## src/design/sidlc_pkg.sv

```systemverilog
// Package for the sorted ID list cursor.
// Holds the command, status and state codes and the controller/datapath structs.
// No dependencies.
package sidlc_pkg;

	localparam int POS_W    = 11;   // cursor position and list length width
	localparam int IDX_W    = 10;   // entry index width on the input
	localparam int OUT_ID_W = 64;   // ID width on the ports

	typedef enum logic [1:0] {
		CMD_LOAD   = 2'd0,
		CMD_READ   = 2'd1,
		CMD_SKIP   = 2'd2,
		CMD_REWIND = 2'd3
	} cmd_t;

	typedef enum logic [1:0] {
		ST_OK       = 2'd0,
		ST_NOTFOUND = 2'd1,
		ST_END      = 2'd2,
		ST_ORDER    = 2'd3
	} status_t;

	// Read address sources for the list store
	typedef enum logic [1:0] {
		RD_POS  = 2'd0,
		RD_LAST = 2'd1,
		RD_MID  = 2'd2,
		RD_NEXT = 2'd3
	} rd_sel_t;

	typedef enum logic [3:0] {
		S_IDLE,
		S_DECODE,
		S_READ_WAIT,
		S_SKIP_LAST,
		S_PROBE,
		S_PROBE_WAIT,
		S_FINISH,
		S_STEP_WAIT,
		S_DONE
	} state_t;

	typedef struct packed {
		logic    latch_in;
		logic    mem_write;
		logic    mem_read;
		rd_sel_t rd_sel;
		logic    load_mid;
		logic    clear_cursor;
		logic    set_end;
		logic    take_read;
		logic    init_search;
		logic    probe_update;
		logic    step_index;
		logic    commit_val;
		logic    commit_rdata;
		logic    status_load;
		status_t status_code;
		logic    out_load;
	} dp_cmd_t;

	typedef struct packed {
		cmd_t cmd;
		logic at_end;
		logic pos_at_len;
		logic past_last_entry;
		logic not_above_last;
		logic hit;
		logic search_more;
		logic val_below;
		logic val_hit;
		logic next_past_end;
	} dp_stat_t;

endpackage

```

## src/design/sidlc_ctrl.sv

```systemverilog
// Controller of the sorted ID list cursor: sequences each transaction and
// owns the handshake flags. Uses sidlc_pkg; drives sidlc_dpath.
module sidlc_ctrl (
	input  logic                 clk,
	input  logic                 arst_n,
	input  logic                 in_valid,
	output logic                 in_stall,
	output logic                 out_valid,
	input  logic                 out_stall,
	input  sidlc_pkg::dp_stat_t  stat,
	output sidlc_pkg::dp_cmd_t   cmd
);

	sidlc_pkg::state_t state_q;
	sidlc_pkg::state_t state_d;
	logic              out_valid_q;
	logic              out_free;

	assign out_free  = !out_valid_q || !out_stall;
	assign in_stall  = (state_q != sidlc_pkg::S_IDLE);
	assign out_valid = out_valid_q;

	always_ff @(posedge clk or negedge arst_n) begin
		if (!arst_n) begin
			state_q     <= sidlc_pkg::S_IDLE;
			out_valid_q <= 1'b0;
		end else begin
			state_q <= state_d;
			if (cmd.out_load) begin
				out_valid_q <= 1'b1;
			end else if (!out_stall) begin
				out_valid_q <= 1'b0;
			end
		end
	end

	// Next state
	always_comb begin
		state_d = state_q;
		unique case (state_q)
			sidlc_pkg::S_IDLE: begin
				if (in_valid) state_d = sidlc_pkg::S_DECODE;
			end
			sidlc_pkg::S_DECODE: begin
				unique case (stat.cmd)
					sidlc_pkg::CMD_READ: begin
						if (stat.at_end || stat.pos_at_len) state_d = sidlc_pkg::S_DONE;
						else state_d = sidlc_pkg::S_READ_WAIT;
					end
					sidlc_pkg::CMD_SKIP: begin
						if (stat.at_end || stat.pos_at_len) state_d = sidlc_pkg::S_DONE;
						else state_d = sidlc_pkg::S_SKIP_LAST;
					end
					default: state_d = sidlc_pkg::S_DONE;
				endcase
			end
			sidlc_pkg::S_READ_WAIT: state_d = sidlc_pkg::S_DONE;
			sidlc_pkg::S_SKIP_LAST: begin
				if (stat.past_last_entry || stat.not_above_last) state_d = sidlc_pkg::S_DONE;
				else state_d = sidlc_pkg::S_PROBE;
			end
			sidlc_pkg::S_PROBE: state_d = sidlc_pkg::S_PROBE_WAIT;
			sidlc_pkg::S_PROBE_WAIT: begin
				if (!stat.hit && stat.search_more) state_d = sidlc_pkg::S_PROBE;
				else state_d = sidlc_pkg::S_FINISH;
			end
			sidlc_pkg::S_FINISH: begin
				if (stat.val_below && !stat.next_past_end) state_d = sidlc_pkg::S_STEP_WAIT;
				else state_d = sidlc_pkg::S_DONE;
			end
			sidlc_pkg::S_STEP_WAIT: state_d = sidlc_pkg::S_DONE;
			sidlc_pkg::S_DONE: begin
				if (out_free) state_d = sidlc_pkg::S_IDLE;
			end
			default: state_d = sidlc_pkg::S_IDLE;
		endcase
	end

	// Datapath commands
	always_comb begin
		cmd = '0;
		unique case (state_q)
			sidlc_pkg::S_IDLE: begin
				cmd.latch_in = in_valid;
			end
			sidlc_pkg::S_DECODE: begin
				cmd.status_load = 1'b1;
				cmd.status_code = sidlc_pkg::ST_OK;
				unique case (stat.cmd)
					sidlc_pkg::CMD_LOAD: begin
						cmd.mem_write = 1'b1;
					end
					sidlc_pkg::CMD_READ: begin
						if (stat.at_end || stat.pos_at_len) begin
							cmd.set_end     = 1'b1;
							cmd.status_code = sidlc_pkg::ST_END;
						end else begin
							cmd.mem_read = 1'b1;
							cmd.rd_sel   = sidlc_pkg::RD_POS;
						end
					end
					sidlc_pkg::CMD_SKIP: begin
						if (stat.at_end || stat.pos_at_len) begin
							cmd.set_end     = 1'b1;
							cmd.status_code = sidlc_pkg::ST_END;
						end else begin
							cmd.mem_read = 1'b1;
							cmd.rd_sel   = sidlc_pkg::RD_LAST;
						end
					end
					default: begin
						cmd.clear_cursor = 1'b1;
					end
				endcase
			end
			sidlc_pkg::S_READ_WAIT: begin
				cmd.take_read = 1'b1;
			end
			sidlc_pkg::S_SKIP_LAST: begin
				if (stat.past_last_entry) begin
					cmd.set_end     = 1'b1;
					cmd.status_load = 1'b1;
					cmd.status_code = sidlc_pkg::ST_END;
				end else if (stat.not_above_last) begin
					cmd.status_load = 1'b1;
					cmd.status_code = sidlc_pkg::ST_ORDER;
				end else begin
					cmd.init_search = 1'b1;
				end
			end
			sidlc_pkg::S_PROBE: begin
				cmd.mem_read = 1'b1;
				cmd.rd_sel   = sidlc_pkg::RD_MID;
				cmd.load_mid = 1'b1;
			end
			sidlc_pkg::S_PROBE_WAIT: begin
				cmd.probe_update = 1'b1;
			end
			sidlc_pkg::S_FINISH: begin
				cmd.status_load = 1'b1;
				if (stat.val_below) begin
					if (stat.next_past_end) begin
						cmd.set_end     = 1'b1;
						cmd.status_code = sidlc_pkg::ST_END;
					end else begin
						cmd.mem_read   = 1'b1;
						cmd.rd_sel     = sidlc_pkg::RD_NEXT;
						cmd.step_index = 1'b1;
					end
				end else begin
					cmd.commit_val  = 1'b1;
					cmd.status_code = stat.val_hit ? sidlc_pkg::ST_OK : sidlc_pkg::ST_NOTFOUND;
				end
			end
			sidlc_pkg::S_STEP_WAIT: begin
				cmd.commit_rdata = 1'b1;
				cmd.status_load  = 1'b1;
				cmd.status_code  = stat.hit ? sidlc_pkg::ST_OK : sidlc_pkg::ST_NOTFOUND;
			end
			sidlc_pkg::S_DONE: begin
				cmd.out_load = out_free;
			end
			default: begin
				cmd = '0;
			end
		endcase
	end

endmodule

```

## config.mk

```make
export PLATFORM = sky130hd
export DESIGN_NAME = sidlc_ctrl
export DESIGN_NICKNAME = d
export VERILOG_FILES = /design/src/design/sidlc_pkg.sv /design/src/design/sidlc_ctrl.sv
export SDC_FILE = /design/constraint.sdc
export NUM_CORES = 1
export LEC_CHECK = 0
export BUFFER_PORTS_ARGS = -buffer_cell sky130_fd_sc_hd__buf_4
export CORE_MARGIN = 1.5
export CORE_UTILIZATION = 38
export DETAILED_ROUTE_END_ITERATION = 8
export GPL_ROUTABILITY_DRIVEN = 0
export MAX_ROUTING_LAYER = met4
export PLACE_DENSITY = 0.71
export SYNTH_ARGS = -nofsm -noshare
export SYNTH_HDL_FRONTEND = slang
export SYNTH_SLANG_ARGS = --single-unit
```

## constraint.sdc

```tcl
create_clock -name clk -period 2 [get_ports clk]
set_clock_uncertainty 0.2 [all_clocks]
set_input_delay 0.1 -clock clk [delete_from_list [all_inputs] [get_ports clk]]
set_output_delay 0.1 -clock clk [all_outputs]
set_load 0.02 [all_outputs]
```

==> results of run 1 <==
tightest hold or removal path, stage by stage:
cell and delay (ns):
buf_4 0.09, nor2_1 0.05, nand4_1 0.10, a31oi_1 0.08
Yosys cell counts (all sizes together) (2+ instances only):
library cell  n
inv           9
nand2         9
nor3          7
dfrtp         5
nand2b        5
buf           4
ha            4
nor2          4
and2          3
nand3         3
nand4         3
o21ai         3
a21oi         2
a31oi         2
and4bb        2
o2111ai       2
or3           2
power groups by stage:
stage | logic [mW] | clock network [mW] | registers [mW]
after floorplan | 0.313 | 0 | 0.172
final | 0.480 | 0.123 | 0.209
after CTS | 0.437 | 0.125 | 0.214
after global routing | 0.513 | 0.134 | 0.216
after detailed placement | 0.427 | 0 | 0.211
after global placement | 0.422 | 0 | 0.211
per-layer routing:
metal	track usage	wire length (µm)	share of wire
met1	0.224	670	0.41
met2	0.301	848	0.52
met3	0.0681	117	0.071
met4	0.0545	0	0
met5	-	0	0
state kept, by name (all words and copies together), names as in the netlist:
signal	flops
out_valid	1
state_q	4
stage by stage:
step,instances,setup TNS [ns]
global route,139,-0.00744
floorplan,80,0
CTS,136,0
detailed placement,126,0
global placement,126,0
finish,139,0
cells in the final DEF (no fill, tap or decap), types with 2 or more instances in the layout:
| cell type | n |
|---|---|
| buf_4 | 37 |
| nand2_1 | 9 |
| inv_1 | 9 |
| nor3_1 | 6 |
| dlygate4sd3_1 | 6 |
| nand2b_1 | 5 |
| nor2_1 | 4 |
| ha_1 | 4 |
| dfrtp_2 | 4 |
| nand3_1 | 3 |
| o21ai_0 | 3 |
| and2_1 | 3 |
| nand4_1 | 3 |
| clkbuf_4 | 3 |
| and4bb_2 | 2 |
| a21oi_1 | 2 |
| or3_1 | 2 |
| o2111ai_1 | 2 |
| a31oi_1 | 2 |
final cells by class:
class	count	area [µm²]	share of cell area
clock buffer	4	26.3	0.0270
multi-input combinational	62	425	0.437
sequential	5	130	0.134
tap	16	20.0	0.0206
inverter	9	33.8	0.0347
timing repair buffer	43	338	0.347
worst paths after layout:
path,start,slack [ns],to
setup / recovery,state_q[3]$_DFFE_PN0P_,0.09,cmd[13]
hold / removal,stat[7],0.009,state_q[0]$_DFFE_PN0P_
setup reg to reg,state_q[2]$_DFFE_PN0P_,0.45,state_q[0]$_DFFE_PN0P_
hold reg to reg,out_valid$_DFFE_PN0P_,0.32,out_valid$_DFFE_PN0P_
max in group asynchronous,arst_n,0.82,state_q[1]$_DFFE_PN0P_
min in group asynchronous,arst_n,0.57,state_q[2]$_DFFE_PN0P_
kinds of logic after synthesis:
family,count (synthesis),synth area share
DFF,5,0.204
and+or+nand+nor,43,0.439
AOI/OAI and AO/OA,15,0.173
buffers and inverters,13,0.102
adders and majority gates,4,0.0816
repair_timing:
item,in CTS,in global routing
hold buffers,6,0
gates cloned,0,0
setup endpoints to repair,5,9
pin swaps,1,1
endpoints found under the hold margin,9,0
gates resized for setup,3,1
buffers inserted,0,3
==> impl_metrics.yaml, run 1 <==
run_status:
  status: "finished clean"
timing:
  layout_setup_ws_ns: 0.0892
  finalSetupViolations: 0
  finalCritPeriodShare: 0.955
  tightest_slew_ns: 0.348
  whs_ns: 0.00882
  finalMaxSlewViolations: 0
  fmax_ghz: 0.523
  rsz0062_at_grt: "true"
  min_period_ns: 1.91
  final_hold_viol_count: 0
  maxSlewHeadroom: 0.766
worst_setup_path:
  critPathMaxFanout: 10
  path_buf_inv: 1
  cp.required_ns: 1.70
  cp_top_family: "simple AND/OR/NAND/NOR gates"
  reg2reg_depth: 3
  max_stage_delay_ns: 0.47
  startpoint_type: "flip-flop"
  cp_slowest_cell: "dfrtp_2"
  cp_num_cells: 4
  critPathKind: "reg2out"
  critPathCaptureType: "primary output"
  crit_arrival_ns: 1.61
  path_cells: "nand2b_1, or3_1, nand2_1, buf_4"
grt:
  grtUsageTotal: 0.190
  antenna_found_initial: 0
  grt_pass1_vias: 607
  grt-ovfl-total: 0
  grt_pass1_wl_mm: 2.55
  grt_max_degree: 18
logic_synthesis:
  yosysUniqueCellTypes: 31
  syn-cell-area_um2: 613
  synthFlopType: "dfrtp_1"
  synth_area_per_cell_um2: 7.66
  yosys_warnings: 0
  syn_inst: 80
  ys_seq_elements: 5
  seq_area_frac_synth: 0.204
  synth_edf_count: 0
  yosys-top-cells-area: "dfrtp_1 20%, ha_1 8.2%, inv_1 5.5%"
  yosysTopAreaCellShare: 0.204
  ys_async_sr_fraction: 1.00
  synth.largest_area_cell: "dfrtp_1"
  synth_fp_nets: 99
power:
  power_frac_comb: 0.592
  power_frac_clock: 0.151
  p_sw_frac: 0.435
  irDropWorstVdd_mv: 0.662
  p_total_mw: 0.812
  switchingPower_mw: 0.353
  internal-power_mw: 0.458
  p_leak_nw: 0.524
  seqPwrFrac: 0.257
  power.density_nw_per_um2: 834
placed_design:
  place_hpwl_mm: 1.24
  port_buffers: 34
  postPlaceCellArea_um2: 860
  post-place-ws_ns: 0.249
clock_tree:
  clkTransAtPathRegs_ns: 0.04
  cts_buffers: 3
  cts_sinks: 5
  cts.root.buffer_cell: "clkbuf_4"
  clockBufferDepth: 2
  cts_tree: "yes"
  ctsHtreeMaxLevel: 1
  clock_latency_ns: 0.25
final_layout:
  drive_gt1_frac: 0.415
  finalNetCount: 143
  fillers: 141
  areaGrowthSynthToFinish_pct: 58.8
  final_design_area_no_fill_um2: 973
  antenna_cells: 0
  finish.utilization: 0.646
hold_path:
  whs_path_depth: 4
  hp-class: "in2reg"
die:
  io_pins: 35
  fp-row-count: 14
  floorplan.initialDensity: 0.407
  die_h_um: 43.2
  die-area_um2: 1860
  core_area_um2: 1510
  die_w_um: 43.2
drt:
  drt-total-wl_mm: 1.64
  dr.pass1.iters: 4
  antenna_left: 0
  wl_per_cell_um: 11.8
  drt-initial-drc-count: 22
  dr_total_vias: 737
  drc: 0
  viasPerCell: 5.30
flow_run:
  maxCapViolCount: 0
Note: power is estimated with default switching activity, not from simulation.
==> inputs of run 2 (changes only) <==
--- a/config.mk
+++ b/config.mk
@@ -8,10 +8,12 @@
 export BUFFER_PORTS_ARGS = -buffer_cell sky130_fd_sc_hd__buf_4
 export CORE_MARGIN = 1.5
 export CORE_UTILIZATION = 38
+export CTS_BUF_LIST = sky130_fd_sc_hd__clkbuf_8
 export DETAILED_ROUTE_END_ITERATION = 8
 export GPL_ROUTABILITY_DRIVEN = 0
 export MAX_ROUTING_LAYER = met4
-export PLACE_DENSITY = 0.71
+export PLACE_DENSITY = 0.79
 export SYNTH_ARGS = -nofsm -noshare
 export SYNTH_HDL_FRONTEND = slang
 export SYNTH_SLANG_ARGS = --single-unit
+export TNS_END_PERCENT = 50
==> impl_metrics.yaml, run 2 (synthesized netlist as in run 1, its figures left out) <==
timing:
  tightest_slew_ns: 0.392
  finalSetupViolations: 0
  final_hold_viol_count: 0
  maxSlewHeadroom: 0.737
  finalCritPeriodShare: 0.969
  fin_tns_setup_ns: 0
  fmax_ghz: 0.516
  finalMaxSlewViolations: 0
  min_period_ns: 1.94
drt:
  viasPerCell: 5.31
  drt-initial-drc-count: 13
  drt-total-wl_mm: 1.67
  dr_total_vias: 717
  dr.pass1.iters: 4
  wl_per_cell_um: 12.4
  antenna_left: 0
  drc: 0
clock_tree:
  ctsHtreeMaxLevel: 1
  cts_tree: "yes"
  cts_sinks: 5
  clockBufferDepth: 2
  cts_buffers: 3
  clkTransAtPathRegs_ns: 0.04
  clock_latency_ns: 0.22
  cts.root.buffer_cell: "clkbuf_8"
final_layout:
  areaGrowthSynthToFinish_pct: 56.7
  final_design_area_no_fill_um2: 961
  final_common_cell: "buf_4"
  drive_gt1_frac: 0.429
  finish.utilization: 0.638
  register_area_um2: 130
  largest_register_ffs: 4
  multi_input_area_um2: 432
  regMostFlops: "state_q"
  finalNetCount: 139
  antenna_cells: 0
  final_cell_mix: "36 x buf_4, 10 x inv_1, 9 x nand2_1, 6 x nor3_1, 5 x nand2b_1"
  fillers: 131
power:
  power_frac_clock: 0.210
  p_sw_frac: 0.418
  internal-power_mw: 0.503
  power.density_nw_per_um2: 899
  switchingPower_mw: 0.361
  p_leak_nw: 0.518
  power_frac_comb: 0.536
  p_total_mw: 0.864
  irDropWorstVdd_mv: 0.476
  seqPwrFrac: 0.254
grt:
  antenna_found_initial: 0
  grtUsageTotal: 0.193
  grt_pass1_wl_mm: 2.73
  grt-ovfl-total: 0
  grt_max_degree: 18
  grt_pass1_vias: 661
placed_design:
  postPlaceCellArea_um2: 867
  port_buffers: 34
  place_hpwl_mm: 1.25
die:
  core_area_um2: 1510
  io_pins: 35
  die_h_um: 43.2
  floorplan.initialDensity: 0.407
  die-area_um2: 1860
  fp-row-count: 14
  die_w_um: 43.2
worst_setup_path:
  critPathMaxFanout: 14
  crit_arrival_ns: 1.64
  cp.required_ns: 1.70
  critPathKind: "reg2out"
  startpoint_type: "flip-flop"
  critPathCaptureType: "primary output"
run_status:
  status: "finished clean"
hold_path:
  hp-class: "in2reg"
flow_run:
  maxCapViolCount: 0
[run 2: power by group through the flow]
stage	Combinational, mW	Sequential (mW)	Clock, mW
2_1_floorplan	0.313	0.172	0
3_3_place_gp	0.434	0.210	0
3_5_place_dp	0.438	0.212	0
4_1_cts	0.445	0.213	0.183
5_1_grt	0.499	0.230	0.191
6_report	0.463	0.219	0.182
[run 2: stage by stage]
stage | instances | hold WS, ns | setup slack [ns]
3_3_place_gp | 127 | -0.298 | 0.294
3_5_place_dp | 127 | -0.296 | 0.219
6_report | 135 | 0.0231 | 0.0621
4_1_cts | 134 | 0.0181 | 0.00420
2_1_floorplan | 80 | -0.396 | 0.359
5_1_grt | 135 | 0.0422 | -0.0229
[run 2: worst max-delay path, stage by stage (launching register included)]
cell and delay, ns:
dfrtp_2 0.49, nor4b_4 0.46, o2111ai_2 0.22, nand2_1 0.11
buf_4 0.14
[run 2: cell type report]
type                    instances  area share
flip-flops and latches          5       0.135
inverters                       9      0.0352
repair buffers                 39       0.312
well taps                      16      0.0208
clock buffers                   3      0.0430
multi-input cells              62       0.449
clock inverters                 1     0.00391
[run 2: final timing paths]
path,start,to,slack [ns],cells after the start
max in group asynchronous,arst_n,state_q[2]$_DFFE_PN0P_,1.45,2
min in group asynchronous,arst_n,state_q[0]$_DFFE_PN0P_,0.03,2
worst min-delay path,stat[3],state_q[1]$_DFFE_PN0P_,0.02,4
worst max register to register,state_q[1]$_DFFE_PN0P_,state_q[3]$_DFFE_PN0P_,0.30,4
worst min register to register,out_valid$_DFFE_PN0P_,out_valid$_DFFE_PN0P_,0.33,2
worst max-delay path,state_q[1]$_DFFE_PN0P_,cmd[15],0.06,4
[run 2: what timing repair did]
item,CTS,global route
hold endpoints to repair,7,0
hold buffers,3,0
pin swaps,1,1
gates resized for setup,1,4
buffers inserted,0,1
setup endpoints to repair,1,5
[run 2: per-layer routing]
| layer | wire [µm] | part of all wire | global-route usage | vias up |
|---|---|---|---|---|
| met5 | 0 | 0 | - | - |
| met4 | 0 | 0 | 0.0545 | 0 |
| met3 | 83 | 0.050 | 0.0255 | 0 |
| met2 | 859 | 0.51 | 0.313 | 27 |
| met1 | 726 | 0.43 | 0.249 | 328 |
| li1 | - | - | - | 362 |
